**src/design/ace_pkg.sv**
```systemverilog
package ace_pkg;

  localparam int SCREEN_ROWS_DEF = 96;
  localparam int WRAP_COLUMN_DEF = 256;
  localparam int QUEUE_DEPTH_DEF = 2;

  // byte slots of one cell, in stream order
  localparam int SGR_LEN  = 14;
  localparam int CUR_LEN  = 10;
  localparam int WRAP_LEN = 5;
  localparam int HOME_LEN = 6;
  localparam int NPOS     = 2 * SGR_LEN + CUR_LEN + WRAP_LEN + 1 + HOME_LEN;
  localparam int POS_W    = $clog2(NPOS);

  localparam logic [POS_W-1:0] P_CUR  = POS_W'(SGR_LEN);
  localparam logic [POS_W-1:0] P_WRAP = POS_W'(SGR_LEN + CUR_LEN);
  localparam logic [POS_W-1:0] P_MIN  = POS_W'(SGR_LEN + CUR_LEN + WRAP_LEN);
  localparam logic [POS_W-1:0] P_CHAR = POS_W'(2 * SGR_LEN + CUR_LEN + WRAP_LEN);
  localparam logic [POS_W-1:0] P_HOME = POS_W'(2 * SGR_LEN + CUR_LEN + WRAP_LEN + 1);

  localparam logic [7:0] CH_NL    = 8'h0A;
  localparam logic [7:0] CH_ESC   = 8'h1B;
  localparam logic [7:0] CH_ZERO  = 8'h30;
  localparam logic [7:0] CH_ONE   = 8'h31;
  localparam logic [7:0] CH_TWO   = 8'h32;
  localparam logic [7:0] CH_THREE = 8'h33;
  localparam logic [7:0] CH_FOUR  = 8'h34;
  localparam logic [7:0] CH_FIVE  = 8'h35;
  localparam logic [7:0] CH_SEMI  = 8'h3B;
  localparam logic [7:0] CH_A     = 8'h41;
  localparam logic [7:0] CH_H     = 8'h48;
  localparam logic [7:0] CH_LB    = 8'h5B;
  localparam logic [7:0] CH_M     = 8'h6D;

  typedef struct packed {
    logic [3:0] hun;
    logic [3:0] ten;
    logic [3:0] one;
  } dec3_t;

  typedef struct packed {
    logic [NPOS-1:0] mask;
    logic [7:0]      attr;
    logic [7:0]      chr;
    dec3_t           row_dec;
    dec3_t           col_dec;
  } cmd_t;

  // value is at most 256
  function automatic dec3_t to_dec3(input logic [8:0] v);
    logic [7:0]  r;
    logic [15:0] p;
    logic [3:0]  t;
    dec3_t       d;
    d.hun = '0;
    if (v >= 9'd200) begin
      d.hun = 4'd2;
      r = 8'(v - 9'd200);
    end else if (v >= 9'd100) begin
      d.hun = 4'd1;
      r = 8'(v - 9'd100);
    end else begin
      r = v[7:0];
    end
    // r * 103 / 1024 is exact division by ten below 100
    p = {8'b0, r} * 16'd103;
    t = p[13:10];
    d.ten = t;
    d.one = 4'(r - 8'({4'b0, t} * 8'd10));
    return d;
  endfunction

  // p: faint, blink, fg, bg present
  function automatic logic [SGR_LEN-1:0] sgr_mask(input logic [7:0] na, input logic [3:0] p);
    logic [SGR_LEN-1:0] m;
    m[0]  = 1'b1;
    m[1]  = 1'b1;
    m[2]  = p[3] & ~na[7];
    m[3]  = p[3];
    m[4]  = p[2] & p[3];
    m[5]  = p[2] & ~na[6];
    m[6]  = p[2];
    m[7]  = p[1] & (p[3] | p[2]);
    m[8]  = p[1];
    m[9]  = p[1];
    m[10] = p[0] & (|p[3:1]);
    m[11] = p[0];
    m[12] = p[0];
    m[13] = 1'b1;
    return m;
  endfunction

  function automatic logic [7:0] digit(input logic [3:0] d);
    return CH_ZERO + {4'b0, d};
  endfunction

  function automatic logic [7:0] sgr_byte(input logic [3:0] k, input logic [7:0] na);
    logic [7:0] b;
    unique case (k)
      4'd0:    b = CH_ESC;
      4'd1:    b = CH_LB;
      4'd2:    b = CH_TWO;
      4'd3:    b = CH_TWO;
      4'd4:    b = CH_SEMI;
      4'd5:    b = CH_TWO;
      4'd6:    b = CH_FIVE;
      4'd7:    b = CH_SEMI;
      4'd8:    b = CH_THREE;
      4'd9:    b = digit({1'b0, na[5:3]});
      4'd10:   b = CH_SEMI;
      4'd11:   b = CH_FOUR;
      4'd12:   b = digit({1'b0, na[2:0]});
      default: b = CH_M;
    endcase
    return b;
  endfunction

  function automatic logic [7:0] cmd_byte(input logic [POS_W-1:0] pos, input cmd_t c);
    logic [7:0]       b;
    logic [POS_W-1:0] k;
    b = CH_ESC;
    k = '0;
    priority if (pos < P_CUR) begin
      b = sgr_byte(4'(pos), c.attr);
    end else if (pos < P_WRAP) begin
      k = pos - P_CUR;
      unique case (k)
        POS_W'(0): b = CH_ESC;
        POS_W'(1): b = CH_LB;
        POS_W'(2): b = digit(c.row_dec.hun);
        POS_W'(3): b = digit(c.row_dec.ten);
        POS_W'(4): b = digit(c.row_dec.one);
        POS_W'(5): b = CH_SEMI;
        POS_W'(6): b = digit(c.col_dec.hun);
        POS_W'(7): b = digit(c.col_dec.ten);
        POS_W'(8): b = digit(c.col_dec.one);
        default:   b = CH_H;
      endcase
    end else if (pos < P_MIN) begin
      k = pos - P_WRAP;
      unique case (k)
        POS_W'(0): b = CH_NL;
        POS_W'(1): b = CH_ESC;
        POS_W'(2): b = CH_LB;
        POS_W'(3): b = CH_ONE;
        default:   b = CH_A;
      endcase
    end else if (pos < P_CHAR) begin
      b = sgr_byte(4'(pos - P_MIN), c.attr);
    end else if (pos < P_HOME) begin
      b = c.chr;
    end else begin
      k = pos - P_HOME;
      unique case (k)
        POS_W'(0): b = CH_ESC;
        POS_W'(1): b = CH_LB;
        POS_W'(2): b = CH_ONE;
        POS_W'(3): b = CH_SEMI;
        POS_W'(4): b = CH_ONE;
        default:   b = CH_H;
      endcase
    end
    return b;
  endfunction

endpackage

```
**src/design/ace_if.sv**
```systemverilog
interface ace_in_if;
  logic              valid;
  logic              ready;
  logic [15:0]       cell_word;
  logic signed [8:0] screen_row;
  logic [7:0]        image_column;
  logic [7:0]        column_offset;
  logic              first_in_image;
  logic              first_in_row;
  logic              last_in_image;

  modport source (
    output valid, cell_word, screen_row, image_column, column_offset,
           first_in_image, first_in_row, last_in_image,
    input  ready
  );
  modport sink (
    input  valid, cell_word, screen_row, image_column, column_offset,
           first_in_image, first_in_row, last_in_image,
    output ready
  );
endinterface

interface ace_out_if;
  logic       valid;
  logic       ready;
  logic [7:0] out_byte;
  logic       last_byte;

  modport source (output valid, out_byte, last_byte, input ready);
  modport sink (input valid, out_byte, last_byte, output ready);
endinterface

```
**src/design/ansi_attribute_cell_encoder.sv**
```systemverilog
// Turns character cells into an ANSI terminal byte stream, one byte per result. The input
// side takes one cell per cycle while the command queue (QUEUE_DEPTH entries) has room; a
// cell that causes no byte is dropped at the input. While the receiver is ready, the output
// side sends one byte per cycle and plain characters stream at one cell per cycle; a cell
// causing n bytes (1 for a plain character, up to 35 with attribute, cursor, wrap and home
// sequences at the default row count) holds the byte sequencer until all n are sent.
// last_byte marks the final byte of each cell. Rows outside 0..SCREEN_ROWS-1 emit only the
// full SGR of a first cell and the home sequence of a last cell.
module ansi_attribute_cell_encoder #(
  parameter int SCREEN_ROWS = ace_pkg::SCREEN_ROWS_DEF,
  parameter int WRAP_COLUMN = ace_pkg::WRAP_COLUMN_DEF,
  parameter int QUEUE_DEPTH = ace_pkg::QUEUE_DEPTH_DEF
) (
  input  logic      clk,
  input  logic      rst_n,
  ace_in_if.sink    in_ch,
  ace_out_if.source out_ch
);
  import ace_pkg::*;

  cmd_t front_cmd, head;
  logic front_valid, front_ready, head_valid, pop;

  ace_front #(
    .SCREEN_ROWS (SCREEN_ROWS),
    .WRAP_COLUMN (WRAP_COLUMN)
  ) u_front (
    .clk       (clk),
    .rst_n     (rst_n),
    .in_ch     (in_ch),
    .cmd       (front_cmd),
    .cmd_valid (front_valid),
    .cmd_ready (front_ready)
  );

  ace_queue #(
    .DEPTH (QUEUE_DEPTH)
  ) u_queue (
    .clk        (clk),
    .rst_n      (rst_n),
    .push_data  (front_cmd),
    .push       (front_valid),
    .push_ready (front_ready),
    .head       (head),
    .head_valid (head_valid),
    .pop        (pop)
  );

  ace_back u_back (
    .clk        (clk),
    .rst_n      (rst_n),
    .head       (head),
    .head_valid (head_valid),
    .pop        (pop),
    .out_ch     (out_ch)
  );

endmodule

```
**src/design/ace_front.sv**
```systemverilog
module ace_front #(
  parameter int SCREEN_ROWS = ace_pkg::SCREEN_ROWS_DEF,
  parameter int WRAP_COLUMN = ace_pkg::WRAP_COLUMN_DEF
) (
  input  logic          clk,
  input  logic          rst_n,
  ace_in_if.sink        in_ch,
  output ace_pkg::cmd_t cmd,
  output logic          cmd_valid,
  input  logic          cmd_ready
);
  import ace_pkg::*;

  logic [7:0]          attr_r, attr_nxt;
  logic [7:0]          na, ca, diff;
  logic                vis, nl, wrap, do_min, accept;
  logic [9:0]          row_u;
  logic [8:0]          rowp1, colp1, xcol;
  logic [SGR_LEN-1:0]  full_m, min_m;
  logic [CUR_LEN-1:0]  cur_m;
  logic [WRAP_LEN-1:0] wrap_m;
  logic [HOME_LEN-1:0] home_m;

  always_comb begin
    na    = in_ch.cell_word[15:8];
    row_u = {2'b0, in_ch.screen_row[7:0]};
    vis   = !in_ch.screen_row[8] && (row_u < 10'(SCREEN_ROWS));
    nl    = (row_u + 10'd1) < 10'(SCREEN_ROWS);
    rowp1 = {1'b0, in_ch.screen_row[7:0]} + 9'd1;
    colp1 = {1'b0, in_ch.image_column} + 9'd1;
    xcol  = {1'b0, in_ch.image_column} + {1'b0, in_ch.column_offset};
    wrap  = vis && (xcol == 9'(WRAP_COLUMN));

    // a first cell loads the attributes before the change check
    ca     = in_ch.first_in_image ? na : attr_r;
    diff   = ca ^ na;
    do_min = vis && (diff != 8'd0);

    full_m = in_ch.first_in_image ? sgr_mask(na, 4'hF) : '0;
    min_m  = do_min ? sgr_mask(na, {diff[7], diff[6], |diff[5:3], |diff[2:0]}) : '0;

    cur_m = '0;
    if (vis && in_ch.first_in_row) begin
      cur_m = {1'b1, 1'b1, colp1 >= 9'd10, colp1 >= 9'd100, 1'b1,
               1'b1, rowp1 >= 9'd10, rowp1 >= 9'd100, 1'b1, 1'b1};
    end
    wrap_m = wrap ? {4'hF, nl} : '0;
    home_m = in_ch.last_in_image ? '1 : '0;

    cmd.mask    = {home_m, vis, min_m, wrap_m, cur_m, full_m};
    cmd.attr    = na;
    cmd.chr     = in_ch.cell_word[7:0];
    cmd.row_dec = to_dec3(rowp1);
    cmd.col_dec = to_dec3(colp1);
  end

  // cells with no bytes are dropped here
  assign cmd_valid   = in_ch.valid && (|cmd.mask);
  assign in_ch.ready = cmd_ready;
  assign accept      = in_ch.valid && cmd_ready;

  always_comb begin
    attr_nxt = attr_r;
    if (accept && (in_ch.first_in_image || vis)) begin
      attr_nxt = na;
    end
  end

  always_ff @(posedge clk) begin
    if (!rst_n) begin
      attr_r <= '0;
    end else begin
      attr_r <= attr_nxt;
    end
  end

endmodule

```
**src/design/ace_queue.sv**
```systemverilog
module ace_queue #(
  parameter int DEPTH = ace_pkg::QUEUE_DEPTH_DEF
) (
  input  logic          clk,
  input  logic          rst_n,
  input  ace_pkg::cmd_t push_data,
  input  logic          push,
  output logic          push_ready,
  output ace_pkg::cmd_t head,
  output logic          head_valid,
  input  logic          pop
);
  import ace_pkg::*;

  localparam int PTR_W = (DEPTH > 1) ? $clog2(DEPTH) : 1;
  localparam int CNT_W = $clog2(DEPTH + 1);

  cmd_t             mem_r [DEPTH];
  logic [PTR_W-1:0] wr_ptr_r, wr_ptr_nxt, rd_ptr_r, rd_ptr_nxt;
  logic [CNT_W-1:0] count_r, count_nxt;
  logic             do_push, do_pop;

  assign push_ready = count_r != CNT_W'(DEPTH);
  assign head_valid = count_r != '0;
  assign head       = mem_r[rd_ptr_r];
  assign do_push    = push && push_ready;
  assign do_pop     = pop && head_valid;

  always_comb begin
    wr_ptr_nxt = wr_ptr_r;
    rd_ptr_nxt = rd_ptr_r;
    count_nxt  = count_r;
    if (do_push) begin
      wr_ptr_nxt = (wr_ptr_r == PTR_W'(DEPTH - 1)) ? '0 : wr_ptr_r + PTR_W'(1);
    end
    if (do_pop) begin
      rd_ptr_nxt = (rd_ptr_r == PTR_W'(DEPTH - 1)) ? '0 : rd_ptr_r + PTR_W'(1);
    end
    if (do_push && !do_pop) begin
      count_nxt = count_r + CNT_W'(1);
    end else if (do_pop && !do_push) begin
      count_nxt = count_r - CNT_W'(1);
    end
  end

  always_ff @(posedge clk) begin
    if (!rst_n) begin
      wr_ptr_r <= '0;
      rd_ptr_r <= '0;
      count_r  <= '0;
    end else begin
      wr_ptr_r <= wr_ptr_nxt;
      rd_ptr_r <= rd_ptr_nxt;
      count_r  <= count_nxt;
    end
  end

  always_ff @(posedge clk) begin
    if (do_push) begin
      mem_r[wr_ptr_r] <= push_data;
    end
  end

endmodule

```
**src/design/ace_back.sv**
```systemverilog
module ace_back (
  input  logic          clk,
  input  logic          rst_n,
  input  ace_pkg::cmd_t head,
  input  logic          head_valid,
  output logic          pop,
  ace_out_if.source     out_ch
);
  import ace_pkg::*;

  logic [NPOS-1:0] done_r, done_nxt;
  logic [NPOS-1:0] rem, sel;
  logic            last, take;
  logic [7:0]      b;

  // lowest slot of the head request not yet sent
  assign rem  = head.mask & ~done_r;
  assign sel  = rem & (~rem + NPOS'(1));
  assign last = (rem & ~sel) == '0;
  assign take = head_valid && out_ch.ready;
  assign pop  = take && last;

  always_comb begin
    b = '0;
    for (int i = 0; i < NPOS; i++) begin
      if (sel[i]) begin
        b = b | cmd_byte(POS_W'(i), head);
      end
    end
  end

  assign out_ch.valid     = head_valid;
  assign out_ch.out_byte  = b;
  assign out_ch.last_byte = last;

  always_comb begin
    done_nxt = done_r;
    if (take) begin
      done_nxt = last ? '0 : (done_r | sel);
    end
  end

  always_ff @(posedge clk) begin
    if (!rst_n) begin
      done_r <= '0;
    end else begin
      done_r <= done_nxt;
    end
  end

endmodule

```
**src/flat_wrapper.sv**
```systemverilog
// flat-port wrapper written by rule: the top's interface ports become plain ports
module ansi_attribute_cell_encoder_flat import ace_pkg::*;
#(
  parameter int SCREEN_ROWS = ace_pkg::SCREEN_ROWS_DEF,
  parameter int WRAP_COLUMN = ace_pkg::WRAP_COLUMN_DEF,
  parameter int QUEUE_DEPTH = ace_pkg::QUEUE_DEPTH_DEF
)
  (clk, rst_n, in_ch_valid, in_ch_cell_word, in_ch_screen_row, in_ch_image_column, in_ch_column_offset, in_ch_first_in_image, in_ch_first_in_row, in_ch_last_in_image, in_ch_ready, out_ch_valid, out_ch_out_byte, out_ch_last_byte, out_ch_ready);
  ace_in_if in_ch_i ();
  ace_out_if out_ch_i ();
  input  logic clk;
  input  logic rst_n;
  input wire logic [$bits(in_ch_i.valid)-1:0] in_ch_valid;
  input wire logic [$bits(in_ch_i.cell_word)-1:0] in_ch_cell_word;
  input wire logic [$bits(in_ch_i.screen_row)-1:0] in_ch_screen_row;
  input wire logic [$bits(in_ch_i.image_column)-1:0] in_ch_image_column;
  input wire logic [$bits(in_ch_i.column_offset)-1:0] in_ch_column_offset;
  input wire logic [$bits(in_ch_i.first_in_image)-1:0] in_ch_first_in_image;
  input wire logic [$bits(in_ch_i.first_in_row)-1:0] in_ch_first_in_row;
  input wire logic [$bits(in_ch_i.last_in_image)-1:0] in_ch_last_in_image;
  output wire logic [$bits(in_ch_i.ready)-1:0] in_ch_ready;
  output wire logic [$bits(out_ch_i.valid)-1:0] out_ch_valid;
  output wire logic [$bits(out_ch_i.out_byte)-1:0] out_ch_out_byte;
  output wire logic [$bits(out_ch_i.last_byte)-1:0] out_ch_last_byte;
  input wire logic [$bits(out_ch_i.ready)-1:0] out_ch_ready;
  assign in_ch_i.valid = in_ch_valid;
  assign in_ch_i.cell_word = in_ch_cell_word;
  assign in_ch_i.screen_row = in_ch_screen_row;
  assign in_ch_i.image_column = in_ch_image_column;
  assign in_ch_i.column_offset = in_ch_column_offset;
  assign in_ch_i.first_in_image = in_ch_first_in_image;
  assign in_ch_i.first_in_row = in_ch_first_in_row;
  assign in_ch_i.last_in_image = in_ch_last_in_image;
  assign in_ch_ready = in_ch_i.ready;
  assign out_ch_valid = out_ch_i.valid;
  assign out_ch_out_byte = out_ch_i.out_byte;
  assign out_ch_last_byte = out_ch_i.last_byte;
  assign out_ch_i.ready = out_ch_ready;
  ansi_attribute_cell_encoder #(.SCREEN_ROWS(SCREEN_ROWS), .WRAP_COLUMN(WRAP_COLUMN), .QUEUE_DEPTH(QUEUE_DEPTH)) u_core (.clk(clk), .rst_n(rst_n), .in_ch(in_ch_i), .out_ch(out_ch_i));
endmodule
```
**config.mk**
```make
export PLATFORM = sky130hd
export DESIGN_NAME = ansi_attribute_cell_encoder_flat
export DESIGN_NICKNAME = d
export VERILOG_FILES = /design/src/design/ace_pkg.sv /design/src/design/ace_if.sv /design/src/design/ansi_attribute_cell_encoder.sv /design/src/design/ace_front.sv /design/src/design/ace_queue.sv /design/src/design/ace_back.sv /design/src/flat_wrapper.sv
export SDC_FILE = /design/constraint.sdc
export NUM_CORES = 1
export LEC_CHECK = 0
export ABC_AREA = 0
export BUFFER_PORTS_ARGS = -buffer_cell sky130_fd_sc_hd__buf_4
export CAP_MARGIN = 10
export CORE_MARGIN = 8
export CORE_UTILIZATION = 35
export DETAILED_ROUTE_END_ITERATION = 16
export PLACE_DENSITY = 0.53
export SYNTH_ARGS = -nofsm -noshare
export SYNTH_HDL_FRONTEND = slang
export SYNTH_SLANG_ARGS = --single-unit
```
**constraint.sdc**
```tcl
create_clock -name clk -period 8.85 [get_ports clk]
set_input_delay 1.77 -clock clk [delete_from_list [all_inputs] [get_ports clk]]
set_output_delay 1.77 -clock clk [all_outputs]
set_load 0.1 [all_outputs]
```
Yosys cells after proc, flatten, opt, wreduce, memory -nomap -nowiden
Memory sizes are Yosys's and may differ from the RTL's. A register that Yosys moved wholly into a read port is not among the register bits.
Index checks and enable logic that the tools add are counted.
- add/sub/neg operators: 23
- $mul: 4
- order comparisons: 8
- eq/ne operators: 2
- mux-type cells: 122
- bitwise logic cells: 65
- reduce and logical (&&, ||, !) cells: 25
- operators with widths (cell ; number):
    2-to-1 mux 8 bit ; 103
    bitwise OR 8 bit ; 48
    bitwise AND 50 bit ; 3
    inverter 50 bit ; 3
    adder 50 x 1 -> 50 bit, second input constant ; 1
    zero test 50 bit ; 1
    2-to-1 mux 50 bit ; 1
    bitwise OR 50 bit ; 1
    OR reduction 50 bit ; 1
    adder 6 x 4 -> 7 bit, first input constant ; 6
    multiplier 8 x 7 -> 14 bit, second input constant ; 2
    2-to-1 mux 14 bit ; 2
    adder 8 x 1 -> 9 bit, second input constant ; 3
    greater-or-equal comparator 9 x 4 -> 1 bit, second input constant ; 2
    greater-or-equal comparator 9 x 7 -> 1 bit, second input constant ; 2
    greater-or-equal comparator 9 x 8 -> 1 bit, second input constant ; 2
    subtractor 8 x 7 -> 8 bit, second input constant ; 2
    subtractor 8 bit, second input constant ; 2
    adder 6 x 3 -> 7 bit, first input constant ; 2
    logical AND 1 bit ; 13
    2-to-1 mux 10 bit ; 1
    2-to-1 mux 5 bit ; 2
    adder 8 x 8 -> 9 bit ; 1
    == test 9 bit, second input constant ; 1
    other kinds (22) ; 44
- flip-flop bits (word level): 62
- RAM bits: 172
- bits of input ports: 48
- output and inout port bits: 11
- logic and storage cells: 255
- memories: 1
- memories (memory ; depth ; bits a word ; rd ports ; clocked after Yosys merged registers in ; write ports ; line ; RTL):
    u_core.u_queue.mem_r ; 2 ; 86 ; 1 ; 1 ; 1 ; ace_queue.sv:18 ; cmd_t mem_r [DEPTH];

Logic depth before layout (Yosys ltp)
- depth in word-level cells: 104
- gate-level depth with buffers: 28
- depth with buffers taken out: 28

By module
From an unflattened synthesis, not the netlist that was laid out.
- cells, all modules: 1373
- area total of the unflattened synthesis: 15343.5 um2
- by module, submodules not included (module ; instances ; cells an instance ; area an instance (um2) ; seq. area each (um2)):
    ace_queue ; 1 ; 304 ; 6734.0 ; 5505.3
    ace_front ; 1 ; 546 ; 4489.3 ; 160.2
    ace_back ; 1 ; 523 ; 4120.2 ; 1001.0

Worst setup path after synthesis
No wires, ideal clock.
- path type: input port to flip-flop
- from: input in_ch_image_column[0]
- to: memory u_core.u_queue.mem_r[0][3] (netlist name) (data pin)
- library setup time: 0.267 ns
- arrival: 8.324 ns
- data required time: 8.583 ns
- slack: 0.258 ns
- stages: 26
- buffers on the path: 0
- cells stage by stage: ha_1 nand3_1 xor2_1 ha_1 o21ai_0 a41o_1 a311oi_1 a21oi_1 o22a_1 xnor2_1 ha_1 fa_1 inv_1 fa_1 inv_1 fa_1 ha_1 a2111o_1 a31oi_1 o21ai_0 a31oi_1 xnor2_1 fa_1 xnor2_1 xnor2_1 xor2_1
- RTL lines (what ; line ; RTL):
    from (decl) ; flat_wrapper.sv:16 ; input wire logic [$bits(in_ch_i.image_column)-1:0] in_ch_image_column;
    to (decl) ; ace_queue.sv:18 ;

==> metrics.md <==
| Metric | Value |
|---|---|
| Number of different library cells in the post-synthesis netlist | 85 |
| Kind of start point of the critical path | primary input |
| Die width | 201 um |
| Data required time at the worst endpoint | 9.04 ns |
| Fin. Hold Viols | 0 |
| Tcrit/Tclk final | 92.1% |
| Maximum level of the CTS H-tree | 4 |
| I/O pin count | 59 |
| GRT Util Overall | 15.6% |
| Critical path arrival | 8.34 ns |
| Max Used Layer | met5 |
| Final slew viol count | 0 |
| Clock tree from TritonCTS | done |
| Number of hold buffers added after CTS | 0 |
| Clk sinks | 175 |
| Post-synthesis instance total | 1,196 |
| Gp weighted congestion | 0.920 |
| Achievable Freq | 123 MHz |
| Highest fanout seen on the critical path | 8 |
| Post-detailed-route DRC marker count | 0 |
| Metal-1 WL | 14,400 um |
| First-pass GRT wire length | 50,700 um |
| Effective utilization at floorplan | 35.6% |
| Number of antenna violations at the first check in global routing | 1 |
| Mapped Nets | 1,370 |
| Synth Flop Type | edfxtp_1 |
| Latest clock arrival within the worst-skew pair | 0.44 ns |
| Clock input transition at the sequential cells of the worst setup and hold paths | 0.07 ns |
| Crit path launch | in_ch_screen_row[0] |
| WS Path Type | in -> reg |
| Setup TNS Final | 0 ns |
| Post-Syn Area | 0.0119 mm^2 |
| Remaining Overflow, GRT | 0 |
| Number of buffers added on ports | 58 |
| Tightest slew margin relative to the limit | 7.07% |
| Clock period minus worst slack | 8.15 ns |
| Vias | 9,360 |
| Mean area per synthesized cell | 9.99 um^2 |
| Final Skew | 0.0121 ns |
| Final net count | 1,434 |
| Proportion of layout cells with a drive suffix above 1 | 13.7% |
| Detailed-router iteration count before antenna repair | 7 |
| Number of global-route vias before repair | 9,228 |
| Min-Delay Startpoint | u_core.u_queue.rd_ptr_r |
| Overall die area | 0.0403 mm^2 |
| Maximum resistive drop on vdd | 0.157 mV |
| Cell with the largest stage delay on the worst path | fa_1 |
| Number of vias per cell | 5.44 |
| Buffers inserted by post-CTS timing repair | 0 |
| Met3 Routed Length | 1630 um |
| Mean routed wirelength per cell | 18.5 um |
| Share of the core filled with cells | 40.3% |
| Die Height | 201 um |
| Combined buffer and inverter count along the critical path | 3 |
| Maximum capacitance violations | 0 |
| Number of register bits inferred by synthesis | 175 |
| Number of buffers created by CTS | 17 |
| Gate family responsible for the most delay along the worst path | adder cells |
| Worst Hold Class | reg -> reg |
| Leakage | 5.27 nW |
| Post-detailed-placement half-perimeter wirelength | 24,100 um |
| Core Region | 0.0335 mm^2 |
| Transition time at the pin with the least slew margin | 1.38 ns |
| Root buf cell | clkbuf_16 |
| CP peak stage delay | 0.53 ns |
| Ratio of total power to cell area | 262 mW/mm^2 |
| WL final | 31,800 um |
| Number of core rows | 67 |
| Fraction of the yosys area taken by sequential cells | 38.7% |
| Yosys warning count | 0 |
| Max Root-Sink Buffers | 2 |
| Maximum number of pins on one net before global-route repair | 62 |
| CTS resizes | 0 |
| Detailed route wirelength on metal2 | 15,000 um |
| Post-synthesis to final-layout area growth | 13.2% |
| Fraction of registers with async set/reset | 0% |
| Nature of the critical path endpoint | register |
| Run status | complete, no violations |
| Final hold slack | 0.476 ns |
| Antenna Nets Post-Route | 0 |
| Number of violations reported at the end of detailed-routing iteration 0 | 868 |
| Setup repair after global routing missed its margin | no |
| Post-synth EDFFs | 112 |
| # setup viols final | 0 |
| Diodes inserted | 0 |
cell usage after synthesis, drive strengths merged, types with 13 or more instances:
cell | number | area share [%]
a21oi | 60 | 2.5
edfxtp | 112 | 28
nor3 | 80 | 3.4
nand2 | 58 | 1.8
nand4 | 21 | 1.2
mux2 | 35 | 3.4
o21ai | 33 | 1.4
mux2i | 47 | 3.9
a31oi | 19 | 1.0
nor2 | 100 | 3.1
clkbuf | 22 | 0.69
fa | 25 | 4.2
nor4 | 17 | 1.1
nand3 | 22 | 0.92
dfxtp | 63 | 11
buf | 14 | 0.92
and2 | 13 | 0.68
xnor2 | 40 | 2.9
xor2 | 15 | 1.1
inv | 108 | 3.4
ha | 101 | 11
flip-flops by register name, summed over array words and instances (netlist names), named ones only:
register,count
u_core.u_queue.mem_r,112
u_core.u_back.done_r,50
u_core.u_front.attr_r,8
u_core.u_queue.count_r,2
u_core.u_queue.rd_ptr_r,1
u_core.u_queue.wr_ptr_r,1
placed cells by master, fill, tap and decap left out, types with 47 or more instances in the layout:
| cell type | netlist | routed |
|---|---|---|
| a21oi_1 | 60 | 60 |
| buf_4 | 0 | 81 |
| dfxtp_1 | 63 | 62 |
| edfxtp_1 | 112 | 112 |
| ha_1 | 101 | 101 |
| inv_1 | 108 | 108 |
| mux2i_1 | 47 | 47 |
| nand2_1 | 57 | 57 |
| nor2_1 | 100 | 98 |
| nor3_1 | 80 | 80 |
layout make-up:
class	instances	area [um^2]
multi-input cells	876	6730
flip-flops and latches	175	4630
inverters	109	409
fillers	3372	20000
clock inverters	15	158
clock buffers	17	425
well taps	448	561
repair buffers	81	608
metrics by stage:
stage	power [mW]	instance area, um^2	setup WS, ns	instances
after floorplan	2.44	11900	0.258	1196
after global placement	2.79	12900	0.400	1689
after detailed placement	2.84	12900	0.222	1689
after CTS	3.60	13500	0.720	1721
after global routing	3.88	13500	0.190	1721
final	3.54	13500	0.701	1721
metal layers:
layer | vias up | global-route usage [%]
met5 | - | 0
met4 | 2 | 5.49
met3 | 46 | 3.08
met2 | 260 | 25.7
met1 | 4494 | 20.3
li1 | 4558 | -
worst register-to-register path: cells and delay by family (launching register included):
family	cells	cell delay (ns)
compound gates	3	1.37
fa+ha+maj	1	0.32
buf+inv	2	0.50
flops	1	0.77
mux	1	0.37
simple gates	5	1.91
report_power, final:
part	total (mW)	internal (mW)	leakage, nW	switching (mW)
combinational	1.61	0.679	3.43	0.929
sequential	1.18	1.16	1.56	0.0257
clock	0.751	0.381	0.287	0.371
worst paths after layout:
kind | to | slack, ns | cells after the start
hold reg to reg | register | 0.48 | 2
setup / recovery | u_core.u_queue.mem_r[1][13] | 0.70 | 25
hold / removal | register | 0.48 | 2
setup reg to reg | u_core.u_queue.count_r[1] | 3.52 | 12
kinds of logic after synthesis:
family                     share of synthesized area, %
buffers and inverters                              5.04
and+or+nand+nor                                    16.4
AOI/OAI and AO/OA                                  13.4
muxes                                              7.36
xor gates and xnor gates                           4.22
adders and majority gates                          14.9
DFF                                                38.7
Note: power is estimated with default switching activity, not from simulation.
